`src/sv/fph_pkg.sv`:
```
// Shared types and constants for the fit-policy hole allocator.
// No dependencies; used by the top level, the checker and the testbench.
package fph_pkg;

  // Fixed field widths of the item and result beats
  localparam int FIELD_W   = 16;
  localparam int SLOT_W    = 4;
  localparam int OPCODE_W  = 1;
  localparam int STATUS_W  = 2;
  localparam int POLICY_W  = 2;
  localparam int HOLES_W   = 5;

  // Configuration port
  localparam int CFG_IDX_W  = 2;
  localparam int CFG_DATA_W = 5;

  // Parameter defaults
  localparam int MAX_HOLES_DEF = 16;
  localparam int ADDR_BITS_DEF = 16;

  localparam logic [HOLES_W-1:0] HOLES_IN_USE_RST = HOLES_W'(10);

  typedef enum logic [CFG_IDX_W-1:0] {
    REG_POLICY       = 2'd0,
    REG_HOLES_IN_USE = 2'd1
  } cfg_reg_t;

  typedef enum logic [OPCODE_W-1:0] {
    OP_LOAD  = 1'b0,
    OP_ALLOC = 1'b1
  } opcode_t;

  typedef enum logic [STATUS_W-1:0] {
    ST_LOADED   = 2'd0,
    ST_ALLOC    = 2'd1,
    ST_NO_FIT   = 2'd2,
    ST_BAD_LOAD = 2'd3
  } status_t;

  typedef enum logic [POLICY_W-1:0] {
    POL_FIRST  = 2'd0,
    POL_BEST   = 2'd1,
    POL_WORST  = 2'd2,
    POL_UNUSED = 2'd3
  } policy_t;

endpackage

```
`src/sv/fph_ram.sv`:
```
// Generic single-write, single-read synchronous RAM with registered read data.
// Depends on nothing; instanced for the hole table.
module fph_ram #(
  parameter int WIDTH = 32,
  parameter int DEPTH = 16
) (
  input  logic                                      clk,
  input  logic                                      we,
  input  logic [((DEPTH > 1) ? $clog2(DEPTH) : 1)-1:0] waddr,
  input  logic [WIDTH-1:0]                          wdata,
  input  logic                                      re,
  input  logic [((DEPTH > 1) ? $clog2(DEPTH) : 1)-1:0] raddr,
  output logic [WIDTH-1:0]                          rdata
);

  logic [WIDTH-1:0] mem [DEPTH];

  always_ff @(posedge clk) begin
    if (we) begin
      mem[waddr] <= wdata;
    end
    if (re) begin
      rdata <= mem[raddr];
    end
  end

endmodule

```
`src/sv/fit_policy_hole_allocator.sv`:
```
// Fit-policy hole allocator: hole table in one RAM, sequential search per request.
// Load: goes from accept through S_DONE to the result beat. Request: reads one RAM entry per
// entry searched, then writes back the chosen hole in S_WRITE when one fits.
// One item in flight; the next is accepted once the result sits in the output register.
// Synchronous reset clears the valid bits of all entries (they read as zero), sets
// policy to first fit and holes_in_use to 10. Depends on fph_pkg and fph_ram.
module fit_policy_hole_allocator #(
  parameter int MAX_HOLES = fph_pkg::MAX_HOLES_DEF,
  parameter int ADDR_BITS = fph_pkg::ADDR_BITS_DEF
) (
  input  logic                            clk,
  input  logic                            rst,
  // configuration
  input  logic                            cfg_valid,
  output logic                            cfg_ready,
  input  logic [fph_pkg::CFG_IDX_W-1:0]   cfg_index,
  input  logic [fph_pkg::CFG_DATA_W-1:0]  cfg_data,
  // item channel
  input  logic                            in_valid,
  output logic                            in_ready,
  input  logic [fph_pkg::OPCODE_W-1:0]    opcode,
  input  logic [fph_pkg::SLOT_W-1:0]      slot,
  input  logic [fph_pkg::FIELD_W-1:0]     hole_start,
  input  logic [fph_pkg::FIELD_W-1:0]     hole_end,
  input  logic [fph_pkg::FIELD_W-1:0]     request_size,
  // result channel
  output logic                            out_valid,
  input  logic                            out_ready,
  output logic [fph_pkg::STATUS_W-1:0]    status,
  output logic [fph_pkg::FIELD_W-1:0]     granted_start,
  output logic [fph_pkg::SLOT_W-1:0]      granted_slot,
  output logic [fph_pkg::FIELD_W-1:0]     size_before
);

  import fph_pkg::*;

  localparam int AW    = ADDR_BITS;
  localparam int DW    = 2 * AW;
  localparam int IW    = (MAX_HOLES > 1) ? $clog2(MAX_HOLES) : 1;
  localparam int CNT_W = $clog2(MAX_HOLES + 1);
  localparam int CW    = (AW > FIELD_W) ? AW : FIELD_W;
  localparam int PW    = (IW > SLOT_W) ? IW : SLOT_W;

  typedef enum logic [3:0] {
    S_IDLE  = 4'b0001,
    S_SCAN  = 4'b0010,
    S_WRITE = 4'b0100,
    S_DONE  = 4'b1000
  } state_t;

  state_t               state;
  logic [POLICY_W-1:0]  policy;
  logic [HOLES_W-1:0]   holes_in_use;
  logic [MAX_HOLES-1:0] vld;

  // request context
  logic [FIELD_W-1:0]   req_size;
  logic [CNT_W-1:0]     scan_n;
  logic [CNT_W-1:0]     iss;
  logic                 ev_vld;
  logic                 ev_ok;
  logic [IW-1:0]        ev_idx;
  logic                 found;
  logic [AW-1:0]        best;
  logic [IW-1:0]        pick;
  logic [AW-1:0]        pick_start;
  logic [AW-1:0]        pick_end;

  // pending result
  status_t              res_status;
  logic [FIELD_W-1:0]   res_start;
  logic [SLOT_W-1:0]    res_slot;
  logic [FIELD_W-1:0]   res_size;

  // RAM ports
  logic                 ram_we;
  logic [IW-1:0]        ram_waddr;
  logic [DW-1:0]        ram_wdata;
  logic                 ram_re;
  logic [DW-1:0]        ram_rdata;

  // load decode
  logic [AW-1:0]        ld_start;
  logic [AW-1:0]        ld_end;
  logic                 ld_bad;
  logic                 in_acc;

  // scan datapath
  logic                 first_fit;
  logic                 issue;
  logic [DW-1:0]        ev_data;
  logic [AW-1:0]        ev_start;
  logic [AW-1:0]        ev_end;
  logic [AW-1:0]        ev_size;
  logic                 ev_fits;
  logic                 take;
  logic                 scan_done;
  logic                 scan_fail;
  logic [CNT_W-1:0]     sat_n;

  // width adapters toward the fixed-width result fields
  logic [CW-1:0]        start_w;
  logic [CW-1:0]        best_w;
  logic [PW-1:0]        pick_w;

  assign cfg_ready = 1'b1;
  assign in_ready  = (state == S_IDLE);
  assign in_acc    = in_valid && in_ready;

  assign ld_start = AW'(hole_start);
  assign ld_end   = AW'(hole_end);
  assign ld_bad   = (ld_end < ld_start) || (32'(slot) >= 32'(MAX_HOLES));

  assign sat_n = (32'(holes_in_use) > 32'(MAX_HOLES)) ? CNT_W'(MAX_HOLES)
                                                       : CNT_W'(holes_in_use);

  assign first_fit = (policy != POL_BEST) && (policy != POL_WORST);
  assign issue     = (state == S_SCAN) && (iss != scan_n) && !(first_fit && found);

  // entries never written read as an empty hole at address zero
  assign ev_data  = ev_ok ? ram_rdata : '0;
  assign ev_start = ev_data[DW-1:AW];
  assign ev_end   = ev_data[AW-1:0];
  assign ev_size  = ev_end - ev_start;
  assign ev_fits  = CW'(ev_size) >= CW'(req_size);

  always_comb begin
    take = 1'b0;
    if (ev_vld && ev_fits) begin
      unique case (policy)
        POL_BEST:  take = !found || (ev_size < best);
        POL_WORST: take = !found || (ev_size > best);
        default:   take = !found;
      endcase
    end
  end

  assign scan_done = (state == S_SCAN) && !issue && !ev_vld;
  assign scan_fail = !found || ((policy == POL_WORST) && (best == '0));

  assign start_w = CW'(pick_start);
  assign best_w  = CW'(best);
  assign pick_w  = PW'(pick);

  always_comb begin
    ram_we    = 1'b0;
    ram_waddr = pick;
    ram_wdata = {pick_start + AW'(req_size), pick_end};
    if (state == S_WRITE) begin
      ram_we = 1'b1;
    end else if (in_acc && (opcode == OP_LOAD) && !ld_bad) begin
      ram_we    = 1'b1;
      ram_waddr = IW'(slot);
      ram_wdata = {ld_start, ld_end};
    end
  end

  assign ram_re = issue;

  fph_ram #(
    .WIDTH (DW),
    .DEPTH (MAX_HOLES)
  ) u_table (
    .clk   (clk),
    .we    (ram_we),
    .waddr (ram_waddr),
    .wdata (ram_wdata),
    .re    (ram_re),
    .raddr (iss[IW-1:0]),
    .rdata (ram_rdata)
  );

  // configuration registers
  always_ff @(posedge clk) begin
    if (rst) begin
      policy       <= POL_FIRST;
      holes_in_use <= HOLES_IN_USE_RST;
    end else if (cfg_valid && cfg_ready) begin
      unique case (cfg_index)
        REG_POLICY:       policy       <= cfg_data[POLICY_W-1:0];
        REG_HOLES_IN_USE: holes_in_use <= cfg_data[HOLES_W-1:0];
        default: ;
      endcase
    end
  end

  // control
  always_ff @(posedge clk) begin
    if (rst) begin
      state     <= S_IDLE;
      vld       <= '0;
      ev_vld    <= 1'b0;
      found     <= 1'b0;
      out_valid <= 1'b0;
    end else begin
      if (ram_we) begin
        vld[ram_waddr] <= 1'b1;
      end
      ev_vld <= issue;

      if ((state == S_DONE) && (!out_valid || out_ready)) begin
        out_valid <= 1'b1;
      end else if (out_ready) begin
        out_valid <= 1'b0;
      end

      unique case (state)
        S_IDLE: begin
          if (in_acc) begin
            if (opcode == OP_LOAD) begin
              state <= S_DONE;
            end else begin
              found <= 1'b0;
              state <= S_SCAN;
            end
          end
        end
        S_SCAN: begin
          if (take) begin
            found <= 1'b1;
          end
          if (scan_done) begin
            state <= scan_fail ? S_DONE : S_WRITE;
          end
        end
        S_WRITE: begin
          state <= S_DONE;
        end
        S_DONE: begin
          // hold until the output register is free
          if (!out_valid || out_ready) begin
            state <= S_IDLE;
          end
        end
        default: state <= S_IDLE;
      endcase
    end
  end

  // datapath
  always_ff @(posedge clk) begin
    if (issue) begin
      iss    <= iss + CNT_W'(1);
      ev_idx <= iss[IW-1:0];
      ev_ok  <= vld[iss[IW-1:0]];
    end
    if (take) begin
      best       <= ev_size;
      pick       <= ev_idx;
      pick_start <= ev_start;
      pick_end   <= ev_end;
    end

    unique case (state)
      S_IDLE: begin
        if (in_acc) begin
          req_size   <= request_size;
          scan_n     <= sat_n;
          iss        <= '0;
          res_status <= ld_bad ? ST_BAD_LOAD : ST_LOADED;
          res_start  <= '0;
          res_slot   <= '0;
          res_size   <= '0;
        end
      end
      S_SCAN: begin
        if (scan_done && scan_fail) begin
          res_status <= ST_NO_FIT;
        end
      end
      S_WRITE: begin
        res_status <= ST_ALLOC;
        res_start  <= start_w[FIELD_W-1:0];
        res_slot   <= pick_w[SLOT_W-1:0];
        res_size   <= best_w[FIELD_W-1:0];
      end
      S_DONE: begin
        if (!out_valid || out_ready) begin
          status        <= res_status;
          granted_start <= res_start;
          granted_slot  <= res_slot;
          size_before   <= res_size;
        end
      end
      default: ;
    endcase
  end

endmodule

```
`config.mk`:
```
export PLATFORM = sky130hd
export DESIGN_NAME = fit_policy_hole_allocator
export DESIGN_NICKNAME = d
export VERILOG_FILES = /design/src/sv/fph_pkg.sv /design/src/sv/fph_ram.sv /design/src/sv/fit_policy_hole_allocator.sv
export SDC_FILE = /design/constraint.sdc
export NUM_CORES = 1
export LEC_CHECK = 0
export BUFFER_PORTS_ARGS = -buffer_cell sky130_fd_sc_hd__buf_2
export CAP_MARGIN = 0
export CELL_PAD_IN_SITES_DETAIL_PLACEMENT = 1
export CELL_PAD_IN_SITES_GLOBAL_PLACEMENT = 1
export CORE_MARGIN = 5
export CORE_UTILIZATION = 31
export CTS_CLUSTER_SIZE = 8
export DETAILED_ROUTE_END_ITERATION = 16
export GPL_TIMING_DRIVEN = 0
export PLACE_DENSITY = 0.57
export SYNTH_ARGS = -nofsm -noshare
export SYNTH_HDL_FRONTEND = slang
export SYNTH_HIERARCHICAL = 1
export SYNTH_SLANG_ARGS = --single-unit
```
`constraint.sdc`:
```
create_clock -name clk -period 9.8 [get_ports clk]
set_input_delay 1.47 -clock clk [delete_from_list [all_inputs] [get_ports clk]]
set_output_delay 1.47 -clock clk [all_outputs]
set_load 0.1 [all_outputs]
```
==> results.txt <==
----------------------------------------------------
[CTS]
  Num Clock Sinks ... 733
  Clk Tree Root Cell ... sky130_fd_sc_hd__clkbuf_16
  Number of buffers inserted to repair setup after CTS ... 0
  CTS Hold Buffers Added ... 0
  Buffer depth of the longest clock path ... 3
  Deepest level of the CTS H-tree ... 3
  Number of CTS-inserted buffers ... 101
  Post-cts sizing count ... 0
  Clock slew seen by the registers of the worst setup and hold paths ... 0.05 ns
  CTS tree ... yes
  Clock network latency to the later pin of the worst-skew pair ... 0.68 ns

[Critical path]
  Data arrival time at the worst-slack endpoint ... 6.81 ns
  Number of cells traversed by the worst register-to-register path ... 19
  Worst R2R Start ... ev_ok$_DFFE_PP_
  Max Fanout on Critical Path ... 25
  Crit path capture type ... register
  Critical path origin ... ev_ok$_DFFE_PP_
  Crit path required time ... 10.13 ns
  Classification of the worst setup path ... reg2reg
  Startpoint types ... register

[Pwr]
  Leakage component of the power ... 12.1 nW
  Net Switching ... 1.66 mW
  VDD IR max ... 0.000136 V
  Internal cell power ... 5.60 mW
  Reg power frac ... 49.4%
  Power Dens Cells ... 203 nW/um^2
  Power share of the combinational group ... 7.5%
  Net Sw Frac ... 22.9%
  Clock power share ... 43.1%

[STA]
  Transition time at the pin with the least slew margin ... 1.14 ns
  Period utilisation layout ... 66.1%
  Max-slew headroom at the worst pin ... 23.4%
  Final-layout worst hold slack ... 0.410 ns
  Worst Skew ... 0.0525 ns
  Post-layout minimum cycle time ... 6.48 ns
  RSZ-0062 raised after global routing ... no
  Final WS setup ... 3.32 ns
  F_max ... 154 MHz
  Setup-violating endpoint count in the final report ... 0
  Max-slew violation count ... 0
  Number of hold violations in the final report ... 0

[Placement]
  Port Buf Inserts ... 104
  Placed Instances ... 3139
  Placed Area ... 33000 sq um
  Worst setup slack after placement ... 2.51 ns
  GP Congestion ... 0.835
  Placed wire-length estimate ... 60300 um

[Global routing]
  Antenna violations before repair ... 0
  Remaining global-route overflow ... 0
  Largest net degree at the start of global routing ... 35
  Total track usage ... 16.4%
  M1 GR Usage ... 21.4%
  Global-route met3 utilization ... 2.52%
  Via count of the first global-routing pass ... 17900
  First-pass GRT wire length ... 125000 um
  Met2 capacity usage during global routing ... 28.7%
  Most heavily used metal layer in global routing ... met2

[Synthesis]
  Area share of the leading cell type in the synthesized netlist ... 70.2%
  Cell area after synthesis ... 29900 sq um
  Cell taking the most area after synthesis ... sky130_fd_sc_hd__edfxtp_1
  Flip-flop and latch count after synthesis ... 733
  Number of enable flip-flop cells after synthesis ... 698
  Proportion of synthesized flip-flops having asynchronous set or reset ... 0%
  Unique cell type count in the Yosys netlist ... 59
  Warnings, synthesis ... 6
  Leading register cell type out of synthesis ... sky130_fd_sc_hd__edfxtp_1
  Post-Syn Instances ... 1721
  Synth top area cells ... sky130_fd_sc_hd__edfxtp_1 70%, sky130_fd_sc_hd__mux4_2 10%, sky130_fd_sc_hd__ha_1 3.3%, sky130_fd_sc_hd__dfxtp_1 2.3%, sky130_fd_sc_hd__nand2_1 1.9%
  Syn_area_per_cell ... 17.4 sq um
  Post-Synthesis Net Count ... 1867
  Post-synthesis sequential area ratio ... 72.5%

[Hold path]
  Hold Startpoint ... res_size[8]$_SDFFCE_PN0P_
  Cell depth of the worst min-delay path ... 0
  Hold crit path type ... reg2reg

[Die]
  Die extent in y ... 320 um
  Die area ... 103000 sq um
  Number of primary I/O pins ... 106
  Core region area ... 95300 sq um
  Initial core utilization ... 31.3%
  Cell row count ... 113
  Horizontal extent of the die ... 320 um

[Cells and area]
  Post-layout instance area ... 35700 sq um
  Final net count ... 2124
  Number of cells in the finished layout apart from fillers ... 3269
  Layout cell share with drive strength beyond 1 ... 22.6%
  Layout-stage area growth over the synthesis result ... 19.7%
  Most used cells in the layout excluding fill and tap cells ... 698 x sky130_fd_sc_hd__edfxtp_1, 150 x sky130_fd_sc_hd__nand2_1, 133 x sky130_fd_sc_hd__mux4_2, 115 x sky130_fd_sc_hd__buf_2, 101 x sky130_fd_sc_hd__clkbuf_16
  Count of fill cells added during filler insertion ... 9531
  Ant diodes ... 0
  Most frequent standard cell in the layout excluding fill and tap cells ... sky130_fd_sc_hd__edfxtp_1
  Final Util ... 37.5%

[Drt]
  Vias/cell ... 5.08
  DRC errors left ... 0
  Number of vias in the routed layout ... 16600
  First-pass detailed-route iteration total ... 5
  DRT Wirelength ... 85300 um
  Drt wl/cell ... 26.1 um
  Number of DRC markers after the initial detailed-route iteration ... 1214
  Antenna-violating nets left ... 0

[Run status]
  Result of the run ... complete, no violations

[Job]
  Max capacitance violation total ... 0

----------------------------------------------------
[layout make-up]
cell class	count	area [sq um]	area share [%]
buffer	65	314	0.879
clock buffer	122	2620	7.32
clock inverter	7	158	0.441
inverter	93	349	0.977
multi-input combinational	830	7700	21.5
sequential	733	21700	60.6
tap	1265	1580	4.43
timing repair buffer	154	1360	3.81
[sequential cells by signal, summed over array words and instances, names as in the netlist, 2 cells and up]
register	flops
granted_start	16
pick_end	16
size_before	16
res_status	2
iss	5
granted_slot	4
res_size	16
holes_in_use	5
pick_start	16
best	16
pick	4
vld	16
req_size	16
res_start	16
u_table/rdata	32
scan_n	5
ev_idx	4
state	4
res_slot	4
policy	2
u_table/mem	512
status	2
[cells by family after synthesis]
family | synth area share, %
flops | 72.5
simple gates | 5.38
buf+inv | 2.22
other cells | 0.0126
fa+ha+maj | 3.44
mux | 10.4
compound gates | 5.02
xor+xnor | 0.997
[stage by stage]
stage	total power [mW]	setup TNS [ns]
2_1_floorplan	3.98	0
3_3_place_gp	4.15	-193.70
3_5_place_dp	4.20	0
4_1_cts	7.35	0
5_1_grt	7.54	0
6_report	7.27	0
[cell usage after synthesis, types with 15 or more instances]
library cell	count
sky130_fd_sc_hd__nand2_1	150
sky130_fd_sc_hd__xnor2_1	19
sky130_fd_sc_hd__clkbuf_1	30
sky130_fd_sc_hd__o21ai_0	40
sky130_fd_sc_hd__a22oi_1	65
sky130_fd_sc_hd__dfxtp_1	35
sky130_fd_sc_hd__xor2_1	15
sky130_fd_sc_hd__nor3_1	19
sky130_fd_sc_hd__edfxtp_1	698
sky130_fd_sc_hd__and2_1	39
sky130_fd_sc_hd__a21oi_1	35
sky130_fd_sc_hd__nor2_1	76
sky130_fd_sc_hd__nor2b_1	20
sky130_fd_sc_hd__inv_1	92
sky130_fd_sc_hd__ha_1	79
sky130_fd_sc_hd__mux4_2	133
[power by group through the flow]
stage                     registers (mW)  logic, mW  clock network (mW)
after floorplan                     3.66      0.313                   0
after global placement              3.66      0.493                   0
after detailed placement            3.65      0.546                   0
after CTS                           3.59      0.548                3.21
after global routing                3.59      0.589                3.36
final                               3.59      0.544                3.13
[routing by layer]
layer	up-vias	share of wire, %
met5	-	0
met4	0	2.3
met2	466	51
met3	105	4.7
li1	7222	-
met1	8824	42
[path summary, 6_finish.rpt]
check	end	slack, ns
max	best[15]$_DFFE_PP_	3.32
min	size_before[8]$_DFFE_PP_	0.41
max reg2reg	best[15]$_DFFE_PP_	3.32
min reg2reg	size_before[8]$_DFFE_PP_	0.41
[critical path, cell delays in order (launching register included)]
cell	delay, ns
sky130_fd_sc_hd__edfxtp_1	0.54
sky130_fd_sc_hd__clkbuf_1	0.57
sky130_fd_sc_hd__and2_1	0.39
sky130_fd_sc_hd__ha_1	0.29
sky130_fd_sc_hd__nor2b_1	0.14
sky130_fd_sc_hd__o31a_1	0.27
sky130_fd_sc_hd__o41ai_1	0.59
sky130_fd_sc_hd__o2bb2ai_1	0.29
sky130_fd_sc_hd__o221ai_1	0.17
sky130_fd_sc_hd__a21oi_1	0.20
sky130_fd_sc_hd__xnor2_1	0.20
sky130_fd_sc_hd__ha_1	0.35
sky130_fd_sc_hd__nand4_1	0.21
sky130_fd_sc_hd__nor2_1	0.15
sky130_fd_sc_hd__o31a_1	0.23
sky130_fd_sc_hd__a211oi_1	0.09
sky130_fd_sc_hd__or4b_2	0.66
sky130_fd_sc_hd__a31oi_4	0.34
sky130_fd_sc_hd__buf_12	0.24
sky130_fd_sc_hd__buf_12	0.21
No activity file was read; power rests on OpenSTA's default activity.
